$ cat src/rtl/pnce_pkg.sv
`timescale 1ns / 1ps

package pnce_pkg;

    localparam int IDX_W     = 18;   // linear cell index
    localparam int CELL_W    = 7;    // cell count register
    localparam int COORD_W   = 6;    // one coordinate, below 64
    localparam int S0_W      = 13;   // n1 * n2, up to 4096
    localparam int P1_W      = 12;   // dimension 1 contribution, below 4096
    localparam int TOT_W     = 19;   // n0 * n1 * n2, up to 262144
    localparam int CFG_IDX_W = 2;
    localparam int Q_DEPTH   = 2;

    localparam logic [CELL_W-1:0] MAX_CELLS = 7'd64;

    // register indexes
    localparam logic [CFG_IDX_W-1:0] CFG_CELLS_DIM0 = 2'd0;
    localparam logic [CFG_IDX_W-1:0] CFG_CELLS_DIM1 = 2'd1;
    localparam logic [CFG_IDX_W-1:0] CFG_CELLS_DIM2 = 2'd2;

    // offset digit of one dimension
    typedef logic [1:0] t_digit;
    localparam t_digit OFF_MINUS = 2'd0;
    localparam t_digit OFF_ZERO  = 2'd1;
    localparam t_digit OFF_PLUS  = 2'd2;

    typedef struct packed {
        logic [CELL_W-1:0] n0;
        logic [CELL_W-1:0] n1;
        logic [CELL_W-1:0] n2;
    } t_counts;

    // one classified request handed from front to back
    typedef struct packed {
        logic               err;
        logic [IDX_W-1:0]   a0_m;
        logic [IDX_W-1:0]   a0_z;
        logic [IDX_W-1:0]   a0_p;
        logic [P1_W-1:0]    a1_m;
        logic [P1_W-1:0]    a1_z;
        logic [P1_W-1:0]    a1_p;
        logic [COORD_W-1:0] a2_m;
        logic [COORD_W-1:0] a2_z;
        logic [COORD_W-1:0] a2_p;
        logic [2:0]         one;    // dimension has a single cell
        logic [2:0]         two;    // dimension has two cells
        t_digit             last0;
        t_digit             last1;
        t_digit             last2;
    } t_entry;

    function automatic logic [CELL_W-1:0] f_eff_count(input logic [CELL_W-1:0] raw);
        logic [CELL_W-1:0] n;
        n = raw;
        if (raw == '0) begin
            n = CELL_W'(1);
        end else if (raw > MAX_CELLS) begin
            n = MAX_CELLS;
        end
        return n;
    endfunction

    // first offset digit that reaches a given wrapped coordinate
    function automatic logic f_canon(input logic one, input logic two, input t_digit dig);
        logic ok;
        ok = 1'b1;
        if (one) begin
            ok = (dig == OFF_MINUS);
        end else if (two) begin
            ok = (dig != OFF_PLUS);
        end
        return ok;
    endfunction

endpackage

$ cat src/rtl/periodic_neighbor_cell_enumerator_core.sv
`timescale 1ns / 1ps

// Periodic neighbor-cell enumerator for a 3-D linked-cell grid. Each request
// carries a linear cell index (dimension 2 varies fastest); the block returns
// every distinct periodic neighbor cell of it, in offset order with the
// dimension 0 offset varying fastest, and flags the final one with o_last.
// The cell itself is never returned, and a grid of one cell returns nothing.
// An index at or above the cell count gives a single result with
// o_index_error and o_last set and index 0. Cell counts come from three
// registers; 0 reads as 1 and anything above 64 as 64. Write them only while
// the block is idle. The front works through its states in order: two
// multiplies for the grid size and range check, two 18-bit divisions at two
// quotient bits per cycle to get the coordinates, a multiply step for the
// strides, one push; an out-of-range request skips the divisions. The back
// walks one offset per cycle while its result is not held, and stops at the
// final neighbor or the last offset; an out-of-range request gives one result.
// A two-entry queue between them lets the front work on the next request while
// the back is still emitting. A held result stalls the back first; the front
// raises o_in_stall whenever it is busy with a request, and waits in its push
// state while both queue entries are taken.

module periodic_neighbor_cell_enumerator_core (
    input  logic                             i_clk,
    input  logic                             i_rst_n,
    // configuration
    input  logic                             i_cfg_we,
    input  logic [pnce_pkg::CFG_IDX_W-1:0]   i_cfg_index,
    input  logic [pnce_pkg::CELL_W-1:0]      i_cfg_data,
    // request channel
    input  logic                             i_in_valid,
    output logic                             o_in_stall,
    input  logic [pnce_pkg::IDX_W-1:0]       i_cell_index,
    // result channel
    output logic                             o_out_valid,
    input  logic                             i_out_stall,
    output logic [pnce_pkg::IDX_W-1:0]       o_neighbor_index,
    output logic                             o_last,
    output logic                             o_index_error
);

    logic [pnce_pkg::CELL_W-1:0]  r_cells0, r_cells1, r_cells2;
    pnce_pkg::t_counts            w_counts;

    logic                         w_push;
    pnce_pkg::t_entry             w_push_entry;
    logic                         w_q_full;
    logic                         w_q_valid;
    pnce_pkg::t_entry             w_q_data;
    logic                         w_q_pop;

    // cell count registers, unknown indexes are dropped
    always_ff @(posedge i_clk) begin
        if (!i_rst_n) begin
            r_cells0 <= pnce_pkg::CELL_W'(1);
            r_cells1 <= pnce_pkg::CELL_W'(1);
            r_cells2 <= pnce_pkg::CELL_W'(1);
        end else if (i_cfg_we) begin
            case (i_cfg_index)
                pnce_pkg::CFG_CELLS_DIM0: r_cells0 <= i_cfg_data;
                pnce_pkg::CFG_CELLS_DIM1: r_cells1 <= i_cfg_data;
                pnce_pkg::CFG_CELLS_DIM2: r_cells2 <= i_cfg_data;
                default: begin
                end
            endcase
        end
    end

    // clamp counts into 1..64 once, for the front
    assign w_counts.n0 = pnce_pkg::f_eff_count(r_cells0);
    assign w_counts.n1 = pnce_pkg::f_eff_count(r_cells1);
    assign w_counts.n2 = pnce_pkg::f_eff_count(r_cells2);

    // front: range check, coordinate split and wrapped strides
    pnce_front u_front (
        .i_clk        (i_clk),
        .i_rst_n      (i_rst_n),
        .i_counts     (w_counts),
        .i_in_valid   (i_in_valid),
        .o_in_stall   (o_in_stall),
        .i_cell_index (i_cell_index),
        .o_push       (w_push),
        .o_entry      (w_push_entry),
        .i_full       (w_q_full)
    );

    // decouples classification from the neighbor walk
    pnce_queue u_queue (
        .i_clk   (i_clk),
        .i_rst_n (i_rst_n),
        .i_push  (w_push),
        .i_data  (w_push_entry),
        .o_full  (w_q_full),
        .o_valid (w_q_valid),
        .o_data  (w_q_data),
        .i_pop   (w_q_pop)
    );

    // back: one offset per cycle while the output is not held, into the output register
    pnce_back u_back (
        .i_clk            (i_clk),
        .i_rst_n          (i_rst_n),
        .i_q_valid        (w_q_valid),
        .i_q_data         (w_q_data),
        .o_q_pop          (w_q_pop),
        .o_out_valid      (o_out_valid),
        .i_out_stall      (i_out_stall),
        .o_neighbor_index (o_neighbor_index),
        .o_last           (o_last),
        .o_index_error    (o_index_error)
    );

endmodule

$ cat src/rtl/pnce_front.sv
`timescale 1ns / 1ps

module pnce_front (
    input  logic                          i_clk,
    input  logic                          i_rst_n,
    input  pnce_pkg::t_counts             i_counts,
    input  logic                          i_in_valid,
    output logic                          o_in_stall,
    input  logic [pnce_pkg::IDX_W-1:0]    i_cell_index,
    output logic                          o_push,
    output pnce_pkg::t_entry              o_entry,
    input  logic                          i_full
);

    localparam int DIV_CYCLES = pnce_pkg::IDX_W / 2;
    localparam int CNT_W      = $clog2(DIV_CYCLES);

    typedef enum logic [5:0] {
        S_IDLE = 6'b000001,
        S_S0   = 6'b000010,
        S_TOT  = 6'b000100,
        S_DIV  = 6'b001000,
        S_MUL  = 6'b010000,
        S_PUSH = 6'b100000
    } t_front_state;

    t_front_state                    r_state, n_state;
    logic [pnce_pkg::IDX_W-1:0]      r_self;
    logic [pnce_pkg::S0_W-1:0]       r_s0;
    logic [pnce_pkg::TOT_W-1:0]      r_total;
    logic                            r_err;
    logic [pnce_pkg::IDX_W-1:0]      r_dq, n_dq;
    logic [pnce_pkg::COORD_W-1:0]    r_rem;
    logic [CNT_W-1:0]                r_cnt;
    logic                            r_pass;
    logic [pnce_pkg::COORD_W-1:0]    r_c0, r_c1, r_c2;
    logic [pnce_pkg::IDX_W-1:0]      r_p0;
    logic [pnce_pkg::P1_W-1:0]       r_p1;

    logic [13:0]                     w_s0_full;
    logic [19:0]                     w_tot_full;
    logic [12:0]                     w_p1_full;
    logic [18:0]                     w_p0_full;
    logic [pnce_pkg::CELL_W-1:0]     w_div;
    logic [6:0]                      w_t1, w_t2;
    logic                            w_ge1, w_ge2;
    logic [pnce_pkg::COORD_W-1:0]    w_rem1, w_rem2;

    assign w_s0_full  = {7'b0, i_counts.n1} * {7'b0, i_counts.n2};
    assign w_tot_full = {13'b0, i_counts.n0} * {7'b0, r_s0};
    assign w_p1_full  = {7'b0, r_c1} * {6'b0, i_counts.n2};
    assign w_p0_full  = {13'b0, r_c0} * {6'b0, r_s0};

    // restoring division, two quotient bits per cycle
    assign w_div  = r_pass ? i_counts.n1 : i_counts.n2;
    assign w_t1   = {r_rem, r_dq[pnce_pkg::IDX_W-1]};
    assign w_ge1  = (w_t1 >= w_div);
    assign w_rem1 = w_ge1 ? pnce_pkg::COORD_W'(w_t1 - w_div) : w_t1[pnce_pkg::COORD_W-1:0];
    assign w_t2   = {w_rem1, r_dq[pnce_pkg::IDX_W-2]};
    assign w_ge2  = (w_t2 >= w_div);
    assign w_rem2 = w_ge2 ? pnce_pkg::COORD_W'(w_t2 - w_div) : w_t2[pnce_pkg::COORD_W-1:0];
    assign n_dq   = {r_dq[pnce_pkg::IDX_W-3:0], w_ge1, w_ge2};

    assign o_in_stall = (r_state != S_IDLE);
    assign o_push     = (r_state == S_PUSH) && !i_full;

    always_comb begin
        n_state = r_state;
        case (r_state)
            S_IDLE: begin
                if (i_in_valid) begin
                    n_state = S_S0;
                end
            end
            S_S0:   n_state = S_TOT;
            S_TOT: begin
                if ({1'b0, r_self} >= pnce_pkg::TOT_W'(w_tot_full)) begin
                    n_state = S_PUSH;
                end else begin
                    n_state = S_DIV;
                end
            end
            S_DIV: begin
                if (r_pass && (r_cnt == CNT_W'(DIV_CYCLES - 1))) begin
                    n_state = S_MUL;
                end
            end
            S_MUL:  n_state = S_PUSH;
            S_PUSH: begin
                if (!i_full) begin
                    n_state = S_IDLE;
                end
            end
            default: n_state = S_IDLE;
        endcase
    end

    always_ff @(posedge i_clk) begin
        if (!i_rst_n) begin
            r_state <= S_IDLE;
        end else begin
            r_state <= n_state;
        end
    end

    always_ff @(posedge i_clk) begin
        case (r_state)
            S_IDLE: begin
                r_self <= i_cell_index;
            end
            S_S0: begin
                r_s0 <= w_s0_full[pnce_pkg::S0_W-1:0];
            end
            S_TOT: begin
                r_total <= pnce_pkg::TOT_W'(w_tot_full);
                r_err   <= ({1'b0, r_self} >= pnce_pkg::TOT_W'(w_tot_full));
                r_dq    <= r_self;
                r_rem   <= '0;
                r_cnt   <= '0;
                r_pass  <= 1'b0;
            end
            S_DIV: begin
                if (r_cnt == CNT_W'(DIV_CYCLES - 1)) begin
                    r_cnt <= '0;
                    r_rem <= '0;
                    r_dq  <= n_dq;
                    if (!r_pass) begin
                        // first pass: remainder is the fastest coordinate
                        r_c2   <= w_rem2;
                        r_pass <= 1'b1;
                    end else begin
                        r_c1 <= w_rem2;
                        r_c0 <= n_dq[pnce_pkg::COORD_W-1:0];
                    end
                end else begin
                    r_cnt <= r_cnt + CNT_W'(1);
                    r_rem <= w_rem2;
                    r_dq  <= n_dq;
                end
            end
            S_MUL: begin
                r_p1 <= w_p1_full[pnce_pkg::P1_W-1:0];
                r_p0 <= w_p0_full[pnce_pkg::IDX_W-1:0];
            end
            default: begin
            end
        endcase
    end

    // wrapped per-dimension contributions and the digits of the final neighbor
    logic [2:0]           w_one, w_two;
    pnce_pkg::t_digit     w_m0, w_m1, w_m2;
    logic                 w_max_self;

    always_comb begin
        w_one = {i_counts.n2 == 7'd1, i_counts.n1 == 7'd1, i_counts.n0 == 7'd1};
        w_two = {i_counts.n2 == 7'd2, i_counts.n1 == 7'd2, i_counts.n0 == 7'd2};
        w_m0  = w_one[0] ? pnce_pkg::OFF_MINUS : (w_two[0] ? pnce_pkg::OFF_ZERO : pnce_pkg::OFF_PLUS);
        w_m1  = w_one[1] ? pnce_pkg::OFF_MINUS : (w_two[1] ? pnce_pkg::OFF_ZERO : pnce_pkg::OFF_PLUS);
        w_m2  = w_one[2] ? pnce_pkg::OFF_MINUS : (w_two[2] ? pnce_pkg::OFF_ZERO : pnce_pkg::OFF_PLUS);
        w_max_self = &(w_one | w_two);

        o_entry       = '0;
        o_entry.err   = r_err;
        o_entry.one   = w_one;
        o_entry.two   = w_two;

        o_entry.a2_z  = r_c2;
        o_entry.a2_m  = (r_c2 == '0) ? pnce_pkg::COORD_W'(i_counts.n2 - 7'd1)
                                     : r_c2 - pnce_pkg::COORD_W'(1);
        o_entry.a2_p  = (({1'b0, r_c2} + 7'd1) >= i_counts.n2) ? '0
                                     : r_c2 + pnce_pkg::COORD_W'(1);

        o_entry.a1_z  = r_p1;
        o_entry.a1_m  = (r_c1 == '0) ? pnce_pkg::P1_W'(r_s0 - {6'b0, i_counts.n2})
                                     : pnce_pkg::P1_W'({1'b0, r_p1} - {6'b0, i_counts.n2});
        o_entry.a1_p  = (({1'b0, r_c1} + 7'd1) >= i_counts.n1) ? '0
                                     : pnce_pkg::P1_W'({1'b0, r_p1} + {6'b0, i_counts.n2});

        o_entry.a0_z  = r_p0;
        o_entry.a0_m  = (r_c0 == '0) ? pnce_pkg::IDX_W'(r_total - {6'b0, r_s0})
                                     : pnce_pkg::IDX_W'({1'b0, r_p0} - {6'b0, r_s0});
        o_entry.a0_p  = (({1'b0, r_c0} + 7'd1) >= i_counts.n0) ? '0
                                     : pnce_pkg::IDX_W'({1'b0, r_p0} + {6'b0, r_s0});

        // the highest canonical offset is the last neighbor unless it is the
        // cell itself; then the lowest two-cell dimension drops to minus
        o_entry.last0 = w_m0;
        o_entry.last1 = w_m1;
        o_entry.last2 = w_m2;
        if (w_max_self) begin
            if (w_two[0]) begin
                o_entry.last0 = pnce_pkg::OFF_MINUS;
            end else if (w_two[1]) begin
                o_entry.last1 = pnce_pkg::OFF_MINUS;
            end else if (w_two[2]) begin
                o_entry.last2 = pnce_pkg::OFF_MINUS;
            end
        end
    end

endmodule

$ cat src/rtl/pnce_queue.sv
`timescale 1ns / 1ps

module pnce_queue (
    input  logic              i_clk,
    input  logic              i_rst_n,
    input  logic              i_push,
    input  pnce_pkg::t_entry  i_data,
    output logic              o_full,
    output logic              o_valid,
    output pnce_pkg::t_entry  o_data,
    input  logic              i_pop
);

    localparam int PTR_W = (pnce_pkg::Q_DEPTH > 1) ? $clog2(pnce_pkg::Q_DEPTH) : 1;
    localparam int CNT_W = $clog2(pnce_pkg::Q_DEPTH + 1);

    pnce_pkg::t_entry  r_mem [pnce_pkg::Q_DEPTH];
    logic [PTR_W-1:0]  r_wr_ptr, r_rd_ptr;
    logic [CNT_W-1:0]  r_count;

    assign o_full  = (r_count == CNT_W'(pnce_pkg::Q_DEPTH));
    assign o_valid = (r_count != '0);
    assign o_data  = r_mem[r_rd_ptr];

    always_ff @(posedge i_clk) begin
        if (i_push) begin
            r_mem[r_wr_ptr] <= i_data;
        end
    end

    always_ff @(posedge i_clk) begin
        if (!i_rst_n) begin
            r_wr_ptr <= '0;
            r_rd_ptr <= '0;
            r_count  <= '0;
        end else begin
            if (i_push) begin
                r_wr_ptr <= (r_wr_ptr == PTR_W'(pnce_pkg::Q_DEPTH - 1)) ? '0
                                                                         : r_wr_ptr + PTR_W'(1);
            end
            if (i_pop) begin
                r_rd_ptr <= (r_rd_ptr == PTR_W'(pnce_pkg::Q_DEPTH - 1)) ? '0
                                                                         : r_rd_ptr + PTR_W'(1);
            end
            if (i_push && !i_pop) begin
                r_count <= r_count + CNT_W'(1);
            end else if (i_pop && !i_push) begin
                r_count <= r_count - CNT_W'(1);
            end
        end
    end

endmodule

$ cat src/rtl/pnce_back.sv
`timescale 1ns / 1ps

module pnce_back (
    input  logic                          i_clk,
    input  logic                          i_rst_n,
    input  logic                          i_q_valid,
    input  pnce_pkg::t_entry              i_q_data,
    output logic                          o_q_pop,
    output logic                          o_out_valid,
    input  logic                          i_out_stall,
    output logic [pnce_pkg::IDX_W-1:0]    o_neighbor_index,
    output logic                          o_last,
    output logic                          o_index_error
);

    logic                          r_active;
    pnce_pkg::t_entry              r_ent;
    pnce_pkg::t_digit              r_o0, r_o1, r_o2;
    pnce_pkg::t_digit              n_o0, n_o1, n_o2;
    logic                          r_out_valid;
    logic [pnce_pkg::IDX_W-1:0]    r_out_idx;
    logic                          r_out_last;
    logic                          r_out_err;

    logic [pnce_pkg::IDX_W-1:0]    w_a0;
    logic [pnce_pkg::P1_W-1:0]     w_a1;
    logic [pnce_pkg::COORD_W-1:0]  w_a2;
    logic [pnce_pkg::IDX_W-1:0]    w_lin;
    logic                          w_canon, w_self, w_emit, w_is_last, w_end;
    logic                          w_adv, w_step, w_done, w_load;

    always_comb begin
        case (r_o0)
            pnce_pkg::OFF_MINUS: w_a0 = r_ent.a0_m;
            pnce_pkg::OFF_ZERO:  w_a0 = r_ent.a0_z;
            default:             w_a0 = r_ent.a0_p;
        endcase
        case (r_o1)
            pnce_pkg::OFF_MINUS: w_a1 = r_ent.a1_m;
            pnce_pkg::OFF_ZERO:  w_a1 = r_ent.a1_z;
            default:             w_a1 = r_ent.a1_p;
        endcase
        case (r_o2)
            pnce_pkg::OFF_MINUS: w_a2 = r_ent.a2_m;
            pnce_pkg::OFF_ZERO:  w_a2 = r_ent.a2_z;
            default:             w_a2 = r_ent.a2_p;
        endcase
    end

    assign w_lin = w_a0 + {6'b0, w_a1} + {12'b0, w_a2};

    // a neighbor is new only if every dimension uses its first offset for
    // that wrapped coordinate, and it is not the cell itself
    assign w_canon = pnce_pkg::f_canon(r_ent.one[0], r_ent.two[0], r_o0)
                   & pnce_pkg::f_canon(r_ent.one[1], r_ent.two[1], r_o1)
                   & pnce_pkg::f_canon(r_ent.one[2], r_ent.two[2], r_o2);
    assign w_self  = (r_ent.one[0] || (r_o0 == pnce_pkg::OFF_ZERO))
                   && (r_ent.one[1] || (r_o1 == pnce_pkg::OFF_ZERO))
                   && (r_ent.one[2] || (r_o2 == pnce_pkg::OFF_ZERO));
    assign w_emit  = w_canon && !w_self;

    assign w_is_last = (r_o0 == r_ent.last0) && (r_o1 == r_ent.last1)
                    && (r_o2 == r_ent.last2);
    assign w_end     = (w_emit && w_is_last)
                    || ((r_o0 == pnce_pkg::OFF_PLUS) && (r_o1 == pnce_pkg::OFF_PLUS)
                        && (r_o2 == pnce_pkg::OFF_PLUS));

    assign w_adv  = !r_out_valid || !i_out_stall;
    assign w_step = r_active && w_adv;
    assign w_done = w_step && (r_ent.err || w_end);
    assign w_load = (!r_active || w_done) && i_q_valid;
    assign o_q_pop = w_load;

    // offset counter, dimension 0 fastest
    always_comb begin
        n_o0 = r_o0;
        n_o1 = r_o1;
        n_o2 = r_o2;
        if (r_o0 == pnce_pkg::OFF_PLUS) begin
            n_o0 = pnce_pkg::OFF_MINUS;
            if (r_o1 == pnce_pkg::OFF_PLUS) begin
                n_o1 = pnce_pkg::OFF_MINUS;
                n_o2 = r_o2 + 2'd1;
            end else begin
                n_o1 = r_o1 + 2'd1;
            end
        end else begin
            n_o0 = r_o0 + 2'd1;
        end
    end

    always_ff @(posedge i_clk) begin
        if (!i_rst_n) begin
            r_active    <= 1'b0;
            r_out_valid <= 1'b0;
        end else begin
            if (w_load) begin
                r_active <= 1'b1;
            end else if (w_done) begin
                r_active <= 1'b0;
            end
            if (w_adv) begin
                r_out_valid <= w_step && (r_ent.err || w_emit);
            end
        end
    end

    always_ff @(posedge i_clk) begin
        if (w_load) begin
            r_ent <= i_q_data;
            r_o0  <= pnce_pkg::OFF_MINUS;
            r_o1  <= pnce_pkg::OFF_MINUS;
            r_o2  <= pnce_pkg::OFF_MINUS;
        end else if (w_step) begin
            r_o0 <= n_o0;
            r_o1 <= n_o1;
            r_o2 <= n_o2;
        end
        if (w_adv) begin
            r_out_idx  <= r_ent.err ? '0 : w_lin;
            r_out_last <= r_ent.err || w_is_last;
            r_out_err  <= r_ent.err;
        end
    end

    assign o_out_valid      = r_out_valid;
    assign o_neighbor_index = r_out_idx;
    assign o_last           = r_out_last;
    assign o_index_error    = r_out_err;

endmodule
$ cat config.mk
export PLATFORM = sky130hd
export DESIGN_NAME = periodic_neighbor_cell_enumerator_core
export DESIGN_NICKNAME = d
export VERILOG_FILES = /design/src/rtl/pnce_pkg.sv /design/src/rtl/periodic_neighbor_cell_enumerator_core.sv /design/src/rtl/pnce_front.sv /design/src/rtl/pnce_queue.sv /design/src/rtl/pnce_back.sv
export SDC_FILE = /design/constraint.sdc
export NUM_CORES = 1
export LEC_CHECK = 0
export ABC_AREA = 1
export BUFFER_PORTS_ARGS = -buffer_cell sky130_fd_sc_hd__buf_2
export CORE_MARGIN = 2
export CORE_UTILIZATION = 55
export CTS_CLUSTER_SIZE = 40
export DETAILED_ROUTE_END_ITERATION = 10
export PLACE_DENSITY = 0.7
export SYNTH_ARGS = -nofsm -noshare
export SYNTH_HDL_FRONTEND = slang
export SYNTH_HIERARCHICAL = 1
export SYNTH_SLANG_ARGS = --single-unit
$ cat constraint.sdc
create_clock -name i_clk -period 8.73 [get_ports i_clk]
set_clock_uncertainty 0.15 [all_clocks]
set_input_delay 0.873 -clock i_clk [delete_from_list [all_inputs] [get_ports i_clk]]
set_output_delay 0.873 -clock i_clk [all_outputs]
set_load 0.02 [all_outputs]
Yosys cells after proc, flatten, opt, wreduce, memory -nomap -nowiden:

Memories as Yosys holds them, arrays and structs flattened. A register that Yosys moved wholly into a read port is not among the register bits.
Index checks and enable logic that the tools add are counted.

* bits in latches: 0
* register bits: 186
* memories kept: 1
* memory bits (read-only): 0
* memory bits (writable): 242

* eq/ne operators: 33
* multiply operators: 4
* magnitude comparators: 9
* bitwise operators: 4
* multiplexer cells: 58
* add/subtract/negate cells: 24
* shift-type cells: 0
* divide/modulo/power cells: 0
* reductions and logical operators: 56

Memories
* u_queue.r_mem: depth 2, width 121, rd ports 1, clocked after memory_dff 1, wr ports 1, RTL line pnce_queue.sv:17 `pnce_pkg::t_entry r_mem [pnce_pkg::Q_DEPTH];`

Operators with widths (count)
* 18-bit case mux with 2 select lines: 2
* 6-bit two-way mux: 10
* 7-bit two-way mux: 7
* 18-bit two-way mux: 2
* 6-bit case mux with 6 select lines: 1
* 18-bit by 13-bit subtractor with 18-bit output: 2
* 7-bit >= comparator: 5
* 2-bit two-way mux: 14
* 12-bit two-way mux: 2
* 12-bit case mux with 2 select lines: 1
* 6-bit case mux with 2 select lines: 2
* 12-bit by 7-bit subtractor with 12-bit output: 2
* 6-bit by 1-bit adder with 7-bit output (second input constant): 3
* 7-bit by 1-bit equality test with 1-bit output (second input constant): 3
* 7-bit by 2-bit equality test with 1-bit output (second input constant): 3
* 7-bit > comparator (second input constant): 3
* 7-bit logical NOT: 3
* 18-bit by 19-bit >= comparator with 1-bit output: 1
* 7-bit by 13-bit multiplier with 19-bit output: 1
* 18-bit by 12-bit adder with 18-bit output: 1
* 18-bit by 13-bit adder with 18-bit output: 1
* 18-bit by 6-bit adder with 18-bit output: 1
* 6-bit logical NOT: 3
* 6-bit by 13-bit multiplier with 18-bit output: 1
* 37 further kinds: 114

Depth between registers and ports, before layout:

* depth after elaboration: 15
* depth in mapped cells: 41
* mapped depth without buffers: 40

Cells and area by module:

Netlist, hierarchy kept.

By module, submodules not included
* pnce_front: sequential area each 3933.8 um^2, cells each 2158, area an instance 17267.8 um^2, instances 1
* pnce_queue: sequential area each 7367.1 um^2, cells each 411, area an instance 8981.1 um^2, instances 1
* pnce_back: sequential area each 4394.2 um^2, cells each 522, area an instance 6389.9 um^2, instances 1
* periodic_neighbor_cell_enumerator_core: sequential area each 420.4 um^2, cells each 160, area an instance 987.2 um^2, instances 1

Worst setup path before layout:

No wires, ideal clock.

* path kind: input to register
* from: input port i_out_stall
* to: register u_queue.r_count[1]
* stages: 10
* slack: 42 ps
* library setup time: 64 ps
* arrival: 8474 ps
* path through: nand2_1 -> nand2_1 -> a21oi_1 -> inv_1 -> ha_1 -> inv_1 -> nand3_1 -> nand2_1 -> inv_1 -> nor2_1

* cells in the longest elaborated chain, start to end: 9
* elaborated cells between the ends (all ways): 11
* those cells by class: mux: 1; reduce/logical: 10

Ends and longest elaborated chain
* from (decl): RTL line periodic_neighbor_cell_enumerator_core.sv:35 `input logic i_out_stall,`
* 1-bit logical NOT (*): RTL line pnce_back.sv:68 `assign w_adv = !r_out_valid || !i_out_stall;`
* 1-bit logical OR (*): RTL line pnce_back.sv:68
* 1-bit logical AND (*): RTL line pnce_back.sv:69 `assign w_step = r_active && w_adv;`
* 1-bit logical AND (*): RTL line pnce_back.sv:70 `assign w_done = w_step && (r_ent.err || w_end);`
* 1-bit logical OR (*): RTL line pnce_back.sv:71 `assign w_load = (!r_active || w_done) && i_q_valid;`
* 1-bit logical AND (*): RTL line pnce_back.sv:71
* named net w_q_pop: RTL line periodic_neighbor_cell_enumerator_core.sv:49 `logic w_q_pop;`
* 1-bit logical NOT: RTL line pnce_queue.sv:45 `if (i_push && !i_pop) begin`
* 1-bit logical AND: RTL line pnce_queue.sv:45
* 2-bit two-way mux or 2-bit nonzero test (tied branches)
* to (signal assigned): RTL line pnce_queue.sv:46 `r_count <= r_count + CNT_W'(1);`
* to (signal assigned): RTL line pnce_queue.sv:48 `r_count <= r_count - CNT_W'(1);`
* to (decl): RTL line pnce_queue.sv:19 `logic [CNT_W-1:0] r_count;`

The timed path passes the listed nets; every way through them passes the cells marked *.
A chain may end at the register's enable or synchronous reset.

==> flow_summary.json <==
{
  "status": "completed",
  "ff2ff_path_depth": 36,
  "postCtsHoldBufs": 0,
  "hold_ws_ns": 0.254,
  "crit_top_cell": "nand2_1",
  "gp_congestion": 0.917,
  "die_area_um2": 63100,
  "cp.required_ns": 9.14,
  "yosysUniqueCellTypes": 61,
  "wl_um": 74700,
  "drv_cap": 0,
  "finalHoldViolCount": 0,
  "fin_area_um2": 36500,
  "rsz0062_at_grt": "false",
  "grt_pass1_wl_um": 120000,
  "rows": 90,
  "antenna_left": 0,
  "post-cts-setup-buffers": 0,
  "yosysWarnings": 6,
  "finalCritPeriodShare_pct": 79.3,
  "critPathLaunchType": "flop",
  "grt_pass1_vias": 23100,
  "synthArstFlopShare_pct": 0,
  "route.detailed.drc": 0,
  "seq_power_share_pct": 40.0,
  "p_comb_share_pct": 32.7,
  "crit_fanout": 20,
  "cp_slowest_cell": "nor2_1",
  "rr_endpoint": "u_front/r_state[3]",
  "start_util_pct": 55.7,
  "cts-htree-levels": 2,
  "critPathMaxStageDelay_ns": 0.92,
  "vdd_drop_max_v": 0.000178,
  "reg2reg_from": "r_cells0[6]",
  "vias": 22400,
  "netlist.area_leader.share_pct": 45.5,
  "finalSetupTns_ns": 0,
  "core_area_um2": 60400,
  "p_sw_share_pct": 34.8,
  "overflow": 0,
  "slew_violations": 0,
  "cp-end-kind": "flop",
  "antennaDiodeCount": 0,
  "dr.first_iter.drc_count": 1759,
  "syn_inst": 3251,
  "first_pass_iters": 5,
  "p_leak_nw": 16.7,
  "cts_root_buf": "clkbuf_16",
  "area_growth_pct": 8.46,
  "switching_power_mw": 3.14,
  "synth_seq_cells": 550,
  "crit_type": "flop to flop",
  "hold_class": "input pin to flop",
  "nets": 3709,
  "die_w_um": 251,
  "placed_area_um2": 34600,
  "internal-power_mw": 5.88,
  "fin_crit_ns": 6.92,
  "rrSetupSlack_ns": 1.81,
  "slew_headroom_pct": 17.9,
  "viasPerCell": 5.45,
  "grt_max_degree": 75,
  "cts.sinks": 550,
  "ctsLongestPathBuffers": 3,
  "whs_path_depth": 1,
  "p_per_area_nw_per_um2": 247,
  "max_clock_freq_mhz": 144,
  "synth_fp_nets": 3671,
  "place.detailed.hpwl_um": 53900,
  "cts_tree": "built",
  "grt.total_usage_pct": 24.3,
  "holdPathEnd": "u_front/r_self[0]",
  "clock_power_share_pct": 27.4,
  "setup_ws_ns": 1.81,
  "numCtsBuffers": 57,
  "worstMarginPinSlew_ns": 1.23,
  "ios": 54,
  "die_h_um": 251,
  "routedWlPerCell_um": 18.1,
  "antenna_found_initial": 1,
  "clk_pin_slew_worst_paths_ns": 0.07,
  "avgSynthCellArea_um2": 10.3,
  "cts_resized": 0,
  "synthesis.area_um2": 33600,
  "synth_edf_count": 510,
  "arrival_ns": 7.33,
  "drive_gt1_share_pct": 10.9,
  "synth_area_leaders": "edfxtp_1 (46%), fa_1 (9.1%), ha_1 (8.7%), nand2_1 (7.6%), inv_1 (6.1%)",
  "synth_ff_type": "edfxtp_1",
  "setup_viol": 0,
  "hp-start": "i_cell_index[0]",
  "yosys.area.top_type": "edfxtp_1",
  "worstSkewPairLatency_ns": 0.64,
  "io_buffers": 53,
  "seq_area_frac_synth_pct": 47.9,
  "dpl_worst_slack_ns": 1.94
}
layout make-up:
cell class                 instances  area [um2]
fill                            4801       23900
tap                              782         978
sequential                       550       16100
timing repair buffer              77         445
inverter                         552        2080
clock inverter                    40         444
multi-input combinational       2051       15000
clock buffer                      65        1460
logic make-up after synthesis:
family,share of synthesized area [%]
fa+ha+maj,17.9
simple gates,13.0
compound gates,5.89
flops,47.9
xor+xnor,3.00
buf+inv,7.73
mux,4.58
critical path, delay by kind of cell (launching register included):
family / cells / cell delay, ns
simple gates: 17 / 2.33
flops: 1 / 0.55
fa+ha+maj: 6 / 2.27
buf+inv: 7 / 0.46
xor+xnor: 1 / 0.24
compound gates: 5 / 0.82
cell usage in the layout (no fill, tap or decap), types with 21 or more instances in the layout:
| cell | Yosys | routed |
|---|---|---|
| buf_2 | 18 | 53 |
| xor2_1 | 88 | 88 |
| mux2_2 | 134 | 134 |
| xnor2_1 | 27 | 27 |
| nand2_1 | 677 | 677 |
| nand3_1 | 68 | 68 |
| inv_1 | 544 | 543 |
| o21ai_0 | 100 | 100 |
| dfxtp_1 | 40 | 39 |
| ha_1 | 235 | 235 |
| nand4_1 | 21 | 21 |
| clkbuf_16 | 0 | 57 |
| edfxtp_1 | 510 | 510 |
| nor2_1 | 236 | 234 |
| fa_1 | 153 | 153 |
| buf_4 | 6 | 24 |
| a21oi_1 | 149 | 148 |
power by group through the flow:
stage	logic, mW	registers [mW]	clock network [mW]
floorplan	2.15	3.68	0
global placement	2.84	3.65	0
detailed placement	2.92	3.66	0
finish	2.94	3.60	2.47
global route	3.31	3.64	2.62
CTS	2.95	3.61	2.52
registers in the layout, indices dropped and copies added, names as in the netlist, 7 cells and up, named ones only:
signal and count:
u_front/r_p0 18, u_front/r_dq 18, u_front/r_s0 13, u_front/r_self 18, r_cells2 7, u_back/r_ent 121
r_cells1 7, u_back/o_neighbor_index 18, r_cells0 7, u_queue/r_mem 242, u_front/r_p1 12, u_front/r_total 18
cell usage after synthesis, types with 4 or more instances:
cell type and number:
nor2_2 9, o22ai_1 14, nand2_1 677, nand3b_1 4, and3_1 4, xnor2_1 27, o21ai_0 100, buf_2 18
a21o_1 9, o21ai_2 6, buf_6 15, dfxtp_1 40, o211ai_1 4, nor2_1 236, inv_2 7, a21oi_1 149
nand4_1 21, fa_1 153, nand2_2 5, clkbuf_1 55, edfxtp_1 510, ha_1 235, buf_4 6, a22oi_1 4
nor4_1 5, inv_1 544, mux2_2 134, a21oi_2 6, xor2_1 88, a22o_1 9, nand3_1 68, nor3_1 13
o21ai_1 14, o21bai_1 10, buf_1 4
layer usage:
metal / vias to the layer above / global-route usage [%] / wire length, um
met1: 10900 / 32.6 / 32800
li1: 10700 / - / -
met4: 2 / 9.13 / 2390
met2: 629 / 40.7 / 35300
met3: 133 / 2.92 / 4160
met5: - / 0 / 13
through the flow:
stage,utilization [%],cells,total power [mW]
5_1_grt,60.4,4117,9.57
4_1_cts,60.4,4117,9.07
2_1_floorplan,-,3251,5.84
6_report,60.4,4117,9.01
3_3_place_gp,57.3,4012,6.48
3_5_place_dp,57.3,4012,6.58
worst max-delay path by stage:
stage                      startpoint            endpoint  slack [ns]
after global placement    r_cells0[6]       u_front/r_err        2.06
final                     r_cells0[6]  u_front/r_state[3]        1.81
after detailed placement  r_cells0[6]       u_front/r_err        1.94
after CTS                 r_cells0[6]  u_front/r_state[3]        1.87
after global routing      r_cells0[6]  u_front/r_state[3]        1.33
after floorplan           i_out_stall  u_queue/r_count[1]        0.04
No activity file was read; power rests on OpenSTA's default activity.
